### src/hw/rtl/lcar_pkg.sv
// Shared types, constants and register indexes for the load-cell converter reader.
// Used by every module of the block; depends on nothing.
package lcar_pkg;

  localparam int NumChannels = 3;
  localparam int MaxChan     = 3;
  localparam int DataBits    = 24;
  localparam int ChanW       = 2;
  localparam int ForceW      = 57;
  localparam int CfgIdxW     = 3;
  localparam int CfgDataW    = 32;
  localparam int QueueDepth  = 2;

  localparam logic [DataBits-1:0] ErrMask = 24'h000FFE;
  localparam logic [31:0] ScaleOne = 32'h0001_0000;

  // Register indexes of the configuration port.
  localparam logic [CfgIdxW-1:0] CfgGainPulses = 3'd0;
  localparam logic [CfgIdxW-1:0] CfgPulseTicks = 3'd1;
  localparam logic [CfgIdxW-1:0] CfgOffset0    = 3'd2;
  localparam logic [CfgIdxW-1:0] CfgOffset1    = 3'd3;
  localparam logic [CfgIdxW-1:0] CfgOffset2    = 3'd4;
  localparam logic [CfgIdxW-1:0] CfgScale0     = 3'd5;
  localparam logic [CfgIdxW-1:0] CfgScale1     = 3'd6;
  localparam logic [CfgIdxW-1:0] CfgScale2     = 3'd7;

  typedef enum logic [1:0] {
    PhIdle,
    PhData,
    PhFirst,
    PhGain
  } phase_e;

  typedef struct packed {
    logic [1:0] gain_pulses;
    logic [7:0] pulse_ticks;
  } ctrl_cfg_t;

  // One request from the front to the back: either a plain tick or a finished word set.
  typedef struct packed {
    logic                              finish;
    logic                              sck;
    logic [MaxChan-1:0][DataBits-1:0]  words;
    logic [MaxChan-1:0]                flags;
  } job_t;

  typedef struct packed {
    logic                       sck_level;
    logic                       sample_valid;
    logic [ChanW-1:0]           channel;
    logic signed [DataBits-1:0] raw_value;
    logic                       update_ok;
    logic                       line_not_high;
    logic                       last_result;
  } res_t;

endpackage

### src/hw/rtl/lcar_front.sv
// Front part: runs the shared serial clock sequencer, one input tick per cycle.
// Emits one job per tick into the queue; uses lcar_pkg.
module lcar_front #(
  parameter int NUM_CHANNELS = lcar_pkg::NumChannels
) (
  input  logic                  clk_i,
  input  logic                  rst_ni,
  input  lcar_pkg::ctrl_cfg_t   cfg_i,
  input  logic                  tick_i,
  input  logic [lcar_pkg::MaxChan-1:0] lines_i,
  output lcar_pkg::job_t        job_o
);

  localparam logic [lcar_pkg::MaxChan-1:0] LineMask =
    lcar_pkg::MaxChan'((1 << NUM_CHANNELS) - 1);

  lcar_pkg::phase_e phase_q, phase_d;
  logic [4:0] pulse_q, pulse_d;
  logic [7:0] tick_q, tick_d;
  logic       clk_high_q, clk_high_d;
  logic [lcar_pkg::MaxChan-1:0][lcar_pkg::DataBits-1:0] shift_q, shift_d;
  logic [lcar_pkg::MaxChan-1:0] nh_q, nh_d;

  logic [lcar_pkg::MaxChan-1:0] lines;
  logic [7:0] period;
  logic [7:0] tick_inc;
  logic       tick_wrap;
  logic       rise;
  logic [1:0] extra;
  logic [4:0] pulse_inc;
  logic       finish_now;

  always_comb begin
    lines     = lines_i & LineMask;
    period    = (cfg_i.pulse_ticks == 8'd0) ? 8'd1 : cfg_i.pulse_ticks;
    tick_inc  = tick_q + 8'd1;
    tick_wrap = (tick_inc >= period);
    rise      = tick_wrap && !clk_high_q;
    extra     = (cfg_i.gain_pulses > 2'd1) ? (cfg_i.gain_pulses - 2'd1) : 2'd0;
    pulse_inc = pulse_q + 5'd1;
    finish_now = rise && (((phase_q == lcar_pkg::PhFirst) && (extra == 2'd0)) ||
                          ((phase_q == lcar_pkg::PhGain) && (pulse_inc >= {3'd0, extra})));
  end

  // Next state.
  always_comb begin
    phase_d    = phase_q;
    pulse_d    = pulse_q;
    tick_d     = tick_q;
    clk_high_d = clk_high_q;
    shift_d    = shift_q;
    nh_d       = nh_q;
    if (phase_q == lcar_pkg::PhIdle) begin
      if (lines == '0) begin
        phase_d    = lcar_pkg::PhData;
        pulse_d    = 5'd0;
        tick_d     = 8'd0;
        clk_high_d = 1'b1;
        shift_d    = '0;
      end
    end else begin
      tick_d = tick_wrap ? 8'd0 : tick_inc;
      if (tick_wrap) begin
        if (clk_high_q) begin
          clk_high_d = 1'b0;
        end else begin
          clk_high_d = 1'b1;
          case (phase_q)
            lcar_pkg::PhData: begin
              for (int c = 0; c < NUM_CHANNELS; c++) begin
                shift_d[c] = {shift_q[c][lcar_pkg::DataBits-2:0], lines[c]};
              end
              pulse_d = pulse_inc;
              if (pulse_inc >= 5'(lcar_pkg::DataBits)) begin
                phase_d = lcar_pkg::PhFirst;
                pulse_d = 5'd0;
              end
            end
            lcar_pkg::PhFirst: begin
              nh_d    = ~lines & LineMask;
              phase_d = lcar_pkg::PhGain;
              pulse_d = 5'd0;
            end
            lcar_pkg::PhGain: begin
              pulse_d = pulse_inc;
            end
            default: begin
              phase_d = lcar_pkg::PhIdle;
            end
          endcase
        end
      end
      if (finish_now) begin
        phase_d    = lcar_pkg::PhIdle;
        clk_high_d = 1'b0;
        tick_d     = 8'd0;
        pulse_d    = 5'd0;
      end
    end
  end

  // Job for the back part.
  always_comb begin
    job_o.finish = finish_now && (phase_q != lcar_pkg::PhIdle);
    job_o.sck    = (phase_q == lcar_pkg::PhIdle) ? 1'b0 : clk_high_q;
    job_o.words  = shift_q;
    // On the first extra pulse the flags come straight from the lines.
    job_o.flags  = (phase_q == lcar_pkg::PhFirst) ? (~lines & LineMask) : nh_q;
  end

  always_ff @(posedge clk_i or negedge rst_ni) begin
    if (!rst_ni) begin
      phase_q    <= lcar_pkg::PhIdle;
      pulse_q    <= 5'd0;
      tick_q     <= 8'd0;
      clk_high_q <= 1'b0;
      shift_q    <= '0;
      nh_q       <= '0;
    end else if (tick_i) begin
      phase_q    <= phase_d;
      pulse_q    <= pulse_d;
      tick_q     <= tick_d;
      clk_high_q <= clk_high_d;
      shift_q    <= shift_d;
      nh_q       <= nh_d;
    end
  end

endmodule

### src/hw/rtl/lcar_queue.sv
// Short job queue between the front and the back part.
// Holds lcar_pkg::job_t entries; uses lcar_pkg.
module lcar_queue (
  input  logic           clk_i,
  input  logic           rst_ni,
  input  logic           push_i,
  input  lcar_pkg::job_t push_data_i,
  output logic           full_o,
  input  logic           pop_i,
  output logic           empty_o,
  output lcar_pkg::job_t head_o
);

  localparam int Depth = lcar_pkg::QueueDepth;
  localparam int PtrW  = (Depth > 1) ? $clog2(Depth) : 1;
  localparam int CntW  = $clog2(Depth + 1);

  lcar_pkg::job_t mem_q [Depth];
  logic [PtrW-1:0] wr_ptr_q, rd_ptr_q;
  logic [CntW-1:0] count_q;

  assign full_o  = (count_q == CntW'(Depth));
  assign empty_o = (count_q == '0);
  assign head_o  = mem_q[rd_ptr_q];

  always_ff @(posedge clk_i) begin
    if (push_i) begin
      mem_q[wr_ptr_q] <= push_data_i;
    end
  end

  always_ff @(posedge clk_i or negedge rst_ni) begin
    if (!rst_ni) begin
      wr_ptr_q <= '0;
      rd_ptr_q <= '0;
      count_q  <= '0;
    end else begin
      if (push_i) begin
        wr_ptr_q <= (wr_ptr_q == PtrW'(Depth - 1)) ? '0 : wr_ptr_q + 1'b1;
      end
      if (pop_i) begin
        rd_ptr_q <= (rd_ptr_q == PtrW'(Depth - 1)) ? '0 : rd_ptr_q + 1'b1;
      end
      if (push_i && !pop_i) begin
        count_q <= count_q + 1'b1;
      end else if (pop_i && !push_i) begin
        count_q <= count_q - 1'b1;
      end
    end
  end

endmodule

### src/hw/rtl/lcar_back.sv
// Back part: turns queued jobs into results, one per cycle while the result side is ready, with the force multiply.
// Keeps the last good word per channel; uses lcar_pkg.
module lcar_back #(
  parameter int NUM_CHANNELS = lcar_pkg::NumChannels
) (
  input  logic                  clk_i,
  input  logic                  rst_ni,
  input  logic                  empty_i,
  input  lcar_pkg::job_t        head_i,
  output logic                  pop_o,
  input  logic [lcar_pkg::MaxChan-1:0][lcar_pkg::DataBits-1:0] offset_i,
  input  logic [lcar_pkg::MaxChan-1:0][31:0]                   scale_i,
  output logic                  out_valid_o,
  input  logic                  out_ready_i,
  output lcar_pkg::res_t        res_o,
  output logic signed [lcar_pkg::ForceW-1:0] force_o
);

  localparam int DW = lcar_pkg::DataBits;

  logic [lcar_pkg::ChanW-1:0] chan_q;
  logic [lcar_pkg::MaxChan-1:0][DW-1:0] kept_q;

  logic            s1_valid_q;
  lcar_pkg::res_t  s1_res_q;
  logic signed [DW:0]   s1_diff_q;
  logic signed [31:0]   s1_scale_q;

  logic            out_valid_q;
  lcar_pkg::res_t  out_res_q;
  logic signed [lcar_pkg::ForceW-1:0] out_force_q;

  logic            out_free, s1_free, issue, last_chan;
  logic [DW-1:0]   word, raw_sel;
  logic            word_ok;
  lcar_pkg::res_t  res_d;
  logic signed [DW:0]   diff_d;
  logic signed [31:0]   scale_d;
  logic signed [lcar_pkg::ForceW-1:0] prod;

  assign out_free  = !out_valid_q || out_ready_i;
  assign s1_free   = !s1_valid_q || out_free;
  assign issue     = !empty_i && s1_free;
  assign last_chan = (chan_q == lcar_pkg::ChanW'(NUM_CHANNELS - 1));
  assign pop_o     = issue && (!head_i.finish || last_chan);

  always_comb begin
    word    = head_i.words[chan_q];
    word_ok = ((word & lcar_pkg::ErrMask) != lcar_pkg::ErrMask);
    raw_sel = word_ok ? word : kept_q[chan_q];
    if (head_i.finish) begin
      res_d.sck_level     = 1'b0;
      res_d.sample_valid  = 1'b1;
      res_d.channel       = chan_q;
      res_d.raw_value     = raw_sel;
      res_d.update_ok     = word_ok;
      res_d.line_not_high = head_i.flags[chan_q];
      res_d.last_result   = last_chan;
      diff_d  = $signed({raw_sel[DW-1], raw_sel}) -
                $signed({offset_i[chan_q][DW-1], offset_i[chan_q]});
      scale_d = scale_i[chan_q];
    end else begin
      res_d.sck_level     = head_i.sck;
      res_d.sample_valid  = 1'b0;
      res_d.channel       = '0;
      res_d.raw_value     = '0;
      res_d.update_ok     = 1'b0;
      res_d.line_not_high = 1'b0;
      res_d.last_result   = 1'b1;
      diff_d  = '0;
      scale_d = '0;
    end
  end

  assign prod = s1_diff_q * s1_scale_q;

  always_ff @(posedge clk_i) begin
    if (issue) begin
      s1_res_q   <= res_d;
      s1_diff_q  <= diff_d;
      s1_scale_q <= scale_d;
    end
    if (out_free && s1_valid_q) begin
      out_res_q   <= s1_res_q;
      out_force_q <= prod;
    end
  end

  always_ff @(posedge clk_i or negedge rst_ni) begin
    if (!rst_ni) begin
      chan_q      <= '0;
      kept_q      <= '0;
      s1_valid_q  <= 1'b0;
      out_valid_q <= 1'b0;
    end else begin
      if (issue && head_i.finish) begin
        chan_q <= last_chan ? '0 : chan_q + 1'b1;
        if (word_ok) begin
          kept_q[chan_q] <= word;
        end
      end
      if (s1_free) begin
        s1_valid_q <= issue;
      end
      if (out_free) begin
        out_valid_q <= s1_valid_q;
      end
    end
  end

  assign out_valid_o = out_valid_q;
  assign res_o       = out_res_q;
  assign force_o     = out_force_q;

endmodule

### src/hw/rtl/load_cell_adc_reader.sv
// Top level of the load-cell converter reader: configuration registers, front, queue, back.
// Depends on lcar_pkg, lcar_front, lcar_queue and lcar_back.
//
//   channel   direction  handshake                 payload
//   input     in         in_valid_i / in_ready_o   dout_lines_i
//   result    out        out_valid_o / out_ready_i sck_level_o .. last_result_o
//   config    in         cfg_we_i                  cfg_index_i, cfg_wdata_i
//
// One tick is accepted per cycle while the two-entry job queue has room.
// A plain tick's result passes through the queue, the multiply stage and the output register.
// A finishing tick gives NUM_CHANNELS results through the shared multiplier on consecutive
// cycles while the result side is ready; back-to-back ticks can see in_ready_o low meanwhile.
// Reset is asynchronous and returns the sequencer to idle with the clock low.
// A stalled result side fills the queue and then holds in_ready_o low.
module load_cell_adc_reader #(
  parameter int NUM_CHANNELS = lcar_pkg::NumChannels
) (
  input  logic                                clk_i,
  input  logic                                rst_ni,
  input  logic                                in_valid_i,
  output logic                                in_ready_o,
  input  logic [lcar_pkg::MaxChan-1:0]        dout_lines_i,
  output logic                                out_valid_o,
  input  logic                                out_ready_i,
  output logic                                sck_level_o,
  output logic                                sample_valid_o,
  output logic [lcar_pkg::ChanW-1:0]          channel_o,
  output logic signed [lcar_pkg::DataBits-1:0] raw_value_o,
  output logic signed [lcar_pkg::ForceW-1:0]  force_value_o,
  output logic                                update_ok_o,
  output logic                                line_not_high_o,
  output logic                                last_result_o,
  input  logic                                cfg_we_i,
  input  logic [lcar_pkg::CfgIdxW-1:0]        cfg_index_i,
  input  logic [lcar_pkg::CfgDataW-1:0]       cfg_wdata_i
);

  lcar_pkg::ctrl_cfg_t ctrl_q;
  logic [lcar_pkg::MaxChan-1:0][lcar_pkg::DataBits-1:0] offset_q;
  logic [lcar_pkg::MaxChan-1:0][31:0] scale_q;

  always_ff @(posedge clk_i or negedge rst_ni) begin
    if (!rst_ni) begin
      ctrl_q.gain_pulses <= 2'd1;
      ctrl_q.pulse_ticks <= 8'd1;
      offset_q           <= '0;
      for (int c = 0; c < lcar_pkg::MaxChan; c++) begin
        scale_q[c] <= lcar_pkg::ScaleOne;
      end
    end else if (cfg_we_i) begin
      case (cfg_index_i)
        lcar_pkg::CfgGainPulses: ctrl_q.gain_pulses <= cfg_wdata_i[1:0];
        lcar_pkg::CfgPulseTicks: ctrl_q.pulse_ticks <= cfg_wdata_i[7:0];
        lcar_pkg::CfgOffset0:    offset_q[0] <= cfg_wdata_i[lcar_pkg::DataBits-1:0];
        lcar_pkg::CfgOffset1:    offset_q[1] <= cfg_wdata_i[lcar_pkg::DataBits-1:0];
        lcar_pkg::CfgOffset2:    offset_q[2] <= cfg_wdata_i[lcar_pkg::DataBits-1:0];
        lcar_pkg::CfgScale0:     scale_q[0]  <= cfg_wdata_i;
        lcar_pkg::CfgScale1:     scale_q[1]  <= cfg_wdata_i;
        lcar_pkg::CfgScale2:     scale_q[2]  <= cfg_wdata_i;
        default: ;
      endcase
    end
  end

  lcar_pkg::job_t front_job, head_job;
  logic q_full, q_empty, q_pop, tick_fire;
  lcar_pkg::res_t res;

  assign in_ready_o = !q_full;
  assign tick_fire  = in_valid_i && !q_full;

  lcar_front #(.NUM_CHANNELS(NUM_CHANNELS)) u_front (
    .clk_i   (clk_i),
    .rst_ni  (rst_ni),
    .cfg_i   (ctrl_q),
    .tick_i  (tick_fire),
    .lines_i (dout_lines_i),
    .job_o   (front_job)
  );

  lcar_queue u_queue (
    .clk_i       (clk_i),
    .rst_ni      (rst_ni),
    .push_i      (tick_fire),
    .push_data_i (front_job),
    .full_o      (q_full),
    .pop_i       (q_pop),
    .empty_o     (q_empty),
    .head_o      (head_job)
  );

  lcar_back #(.NUM_CHANNELS(NUM_CHANNELS)) u_back (
    .clk_i       (clk_i),
    .rst_ni      (rst_ni),
    .empty_i     (q_empty),
    .head_i      (head_job),
    .pop_o       (q_pop),
    .offset_i    (offset_q),
    .scale_i     (scale_q),
    .out_valid_o (out_valid_o),
    .out_ready_i (out_ready_i),
    .res_o       (res),
    .force_o     (force_value_o)
  );

  assign sck_level_o     = res.sck_level;
  assign sample_valid_o  = res.sample_valid;
  assign channel_o       = res.channel;
  assign raw_value_o     = res.raw_value;
  assign update_ok_o     = res.update_ok;
  assign line_not_high_o = res.line_not_high;
  assign last_result_o   = res.last_result;

endmodule

### config.mk
export PLATFORM = sky130hd
export DESIGN_NAME = load_cell_adc_reader
export DESIGN_NICKNAME = d
export VERILOG_FILES = /design/src/hw/rtl/lcar_pkg.sv /design/src/hw/rtl/lcar_front.sv /design/src/hw/rtl/lcar_queue.sv /design/src/hw/rtl/lcar_back.sv /design/src/hw/rtl/load_cell_adc_reader.sv
export SDC_FILE = /design/constraint.sdc
export NUM_CORES = 2
export LEC_CHECK = 0
export ABC_AREA = 1
export BUFFER_PORTS_ARGS = -buffer_cell sky130_fd_sc_hd__buf_2
export CORE_ASPECT_RATIO = 0.6
export CORE_MARGIN = 3
export CORE_UTILIZATION = 40
export CTS_CLUSTER_DIAMETER = 50
export CTS_CLUSTER_SIZE = 12
export DETAILED_ROUTE_END_ITERATION = 10
export PLACE_DENSITY = 0.66
export SLEW_MARGIN = 40
export SYNTH_ARGS = -nofsm -noshare
export SYNTH_HDL_FRONTEND = slang
export SYNTH_SLANG_ARGS = --single-unit
### constraint.sdc
create_clock -name clk_i -period 6.1 [get_ports clk_i]
set_input_delay 0 -clock clk_i [delete_from_list [all_inputs] [get_ports clk_i]]
set_output_delay 0 -clock clk_i [all_outputs]
set_load 0.005 [all_outputs]
==> results.toml <==
[sta]
finalCritPeriodShare = 1.05
tns_ns = -6.40
setup_violations = 39
setup_ws_ns = -0.312
clock.fmax_mhz = 156
final.setup_skew_ns = 0.0272
timing.final.max_slew_violations = 0
fin_crit_ns = 6.41
timing_hold_violations_final = 0
worst_slew_pin_slew_ns = 0.947
slew_headroom = 0.362
rsz0062_at_grt = "true"

[clocking]
cts_sinks = 679
h-tree-depth = 3
cts-root-to-sink-buffers = 3
cts_inserted_buffers = 80
cts-root-buf = "clkbuf_16"
tritoncts = "yes"
path_clk_slew_ns = 0.06
worstSkewPairLatency_ns = 0.68

[drt]
vias = 46500
dr.pass1.iters = 7
ant_nets = 0
vias_per_cell = 5.08
wl_per_cell_um = 19.3
drtIter0Drc = 4929
drc = 0
wl_um = 177000

[floorplanning]
die_w_um = 500
initial_core_util = 0.404
die_area_mm2 = 0.151
io_pins = 133
core_mm2 = 0.145
placementRows = 108
fp.dieH_um = 303

[setup_path]
setup.worst_path.class = "flop to flop"
crit_arrival_ns = 6.85
critPathMaxFanout = 10
cp-end-kind = "flop"
r2r_cells = 25
start_kind = "flop"
crit_required_ns = 6.53

[placed_design]
place_hpwl_um = 134000
port_buffers = 132
place_congestion = 0.943
placed_cell_area_mm2 = 0.0650

[grt]
globalRouteMet3Util = 0.0629
grt_pass1_vias = 47200
grt_pass1_wl_um = 278000
overflow = 0
grtUsageMet2 = 0.319
grtUsageMet1 = 0.373
grt_max_degree = 96
antenna_found_initial = 7
grt_usage = 0.235
busiest_layer = "met1"

[yosys]
synth_cells = 6654
synth_nets = 7714
syn_avg_cell_area_um2 = 8.82
synthesis.area_mm2 = 0.0587
ys_top_cells_by_area = "fa_1, edfxtp_1, dfrtp_1, nand2_1, inv_1"
synth_edf_count = 330
ys_seq_elements = 679
yosys.area.top_type = "fa_1"
netlist-cell-type-count = 48
yosys_warnings = 0
synth-main-ff-cell = "dfrtp_1"
seq_area_frac_synth = 0.318
yosysMostFrequentCell = "nand2_1"
synthArstFlopShare = 0.514
yosys-top-cells-count = "nand2_1, inv_1, fa_1"
synth_top_area_frac = 0.280

[finish]
layout-drive-gt1-share = 0.196
fillers = 13200
syn_to_final_growth_pct = 22.6
fin_area_mm2 = 0.0719
fin_nets = 8215
multi_input_area_mm2 = 0.0357
regArea_mm2 = 0.0187

[status]
outcome = "finished with violations"
violations = "negative setup slack"

[hold_path]
min_path_cells = 5
hold_path_class = "primary input to flop"

[run]
cap_violations = 0
-- registers in the layout (all words and copies together), names as in the netlist, 2 cells and up --
signal             count
u_queue.mem_q        154
scale_q               96
offset_q              72
u_back.kept_q         72
u_front.job_o         72
u_back.force_o        57
u_back.s1_scale_q     32
u_back.res_o          31
u_back.s1_res_q       31
u_back.s1_diff_q      25
ctrl_q                10
u_front.tick_q         8
u_front.pulse_q        5
u_front.nh_q           3
u_back.chan_q          2
u_front.phase_q        2
u_queue.count_q        2
-- worst max-delay path: stages (launching register included) --
cell and delay [ns]:
edfxtp_1 0.37, buf_12 0.17, buf_4 0.21, nand2_1 0.11, fa_1 0.52, inv_1 0.06, fa_1 0.56, fa_1 0.46
fa_2 0.66, fa_1 0.45, fa_1 0.49, inv_1 0.05, fa_1 0.48, inv_1 0.07, ha_4 0.30, nand2_2 0.07
buf_4 0.15, o21a_1 0.22, nand2_2 0.11, a21oi_1 0.06, buf_4 0.16, inv_1 0.07, nand2_1 0.07, buf_4 0.14
nand4_1 0.07, nand2_1 0.07
-- cells in the final DEF (no fill, tap or decap), types with 55 or more instances in the layout --
cell type	count
a21oi_1	88
buf_12	89
buf_2	133
buf_4	370
buf_6	82
clkbuf_16	84
dfrtp_1	343
edfxtp_1	330
fa_1	770
ha_1	149
inv_1	1447
inv_2	88
nand2_1	1519
nand2_2	71
nand3_1	147
nor2_1	214
nor2_4	61
o21ai_0	432
o21ai_1	55
-- final cells by class --
class	instances	area share
Clock buffer	117	0.0299
Multi-Input combinational cell	4118	0.496
Inverter	1544	0.0808
Tap cell	1925	0.0335
Antenna cell	1	0.0000348
Sequential cell	679	0.259
Clock inverter	30	0.00508
Timing Repair Buffer	732	0.0957
-- what timing repair did --
item	4_1_cts	5_1_grt
gates resized for setup	478	327
setup buffers	57	42
hold buffers	45	0
gates cloned	1	6
endpoints found under the hold margin	356	0
setup endpoints to repair	43	44
pin swaps	133	163
-- cells by family after synthesis --
kind of cell,share of synthesized area
AND/OR/NAND/NOR,0.151
buffers and inverters,0.121
adder cells (fa/ha/maj),0.322
AO/OA/AOI/OAI,0.0801
flip-flops,0.318
XOR/XNOR,0.00821
-- per-stage QoR --
step                      setup slack [ns]   util  instances  hold WS, ns
final                               -0.312  0.496       9146       0.0671
after global routing                -0.502  0.496       9145       0.0973
after CTS                           -0.256  0.484       9099       0.0151
after detailed placement            -0.583  0.448       8851       0.0939
after global placement              -0.610  0.447       8848       0.0891
after floorplan                     0.0103      -       6654       -0.296
-- path summary, 6_finish.rpt --
kind / slack (ns) / startpoint / end
min in group asynchronous: 0.45 / rst_ni / scale_q[80]$_DFFE_PN1P_
max in group asynchronous: 4.72 / rst_ni / u_back.kept_q[5]$_DFFE_PN0P_
setup / recovery: -0.31 / u_back.s1_scale_q[15]$_SDFFCE_PN0P_ / u_back.force_o[53]$_DFFE_PP_
setup reg to reg: -0.31 / u_back.s1_scale_q[15]$_SDFFCE_PN0P_ / u_back.force_o[53]$_DFFE_PP_
hold reg to reg: 0.42 / u_back.s1_res_q[16]$_SDFFCE_PN0P_ / u_back.res_o[16]$_DFFE_PP_
hold / removal: 0.07 / cfg_we_i / ctrl_q[0]$_DFFE_PN1P_
-- metal layers --
metal | share of wire | vias up
li1 | - | 21100
met3 | 0.11 | 223
met4 | 0.018 | 6
met5 | 0.00024 | -
met1 | 0.47 | 23100
met2 | 0.40 | 2091
Power is left out: the tool's default activity adds up to more than one toggle a clock period on the data nets, which glitch-free logic cannot reach.
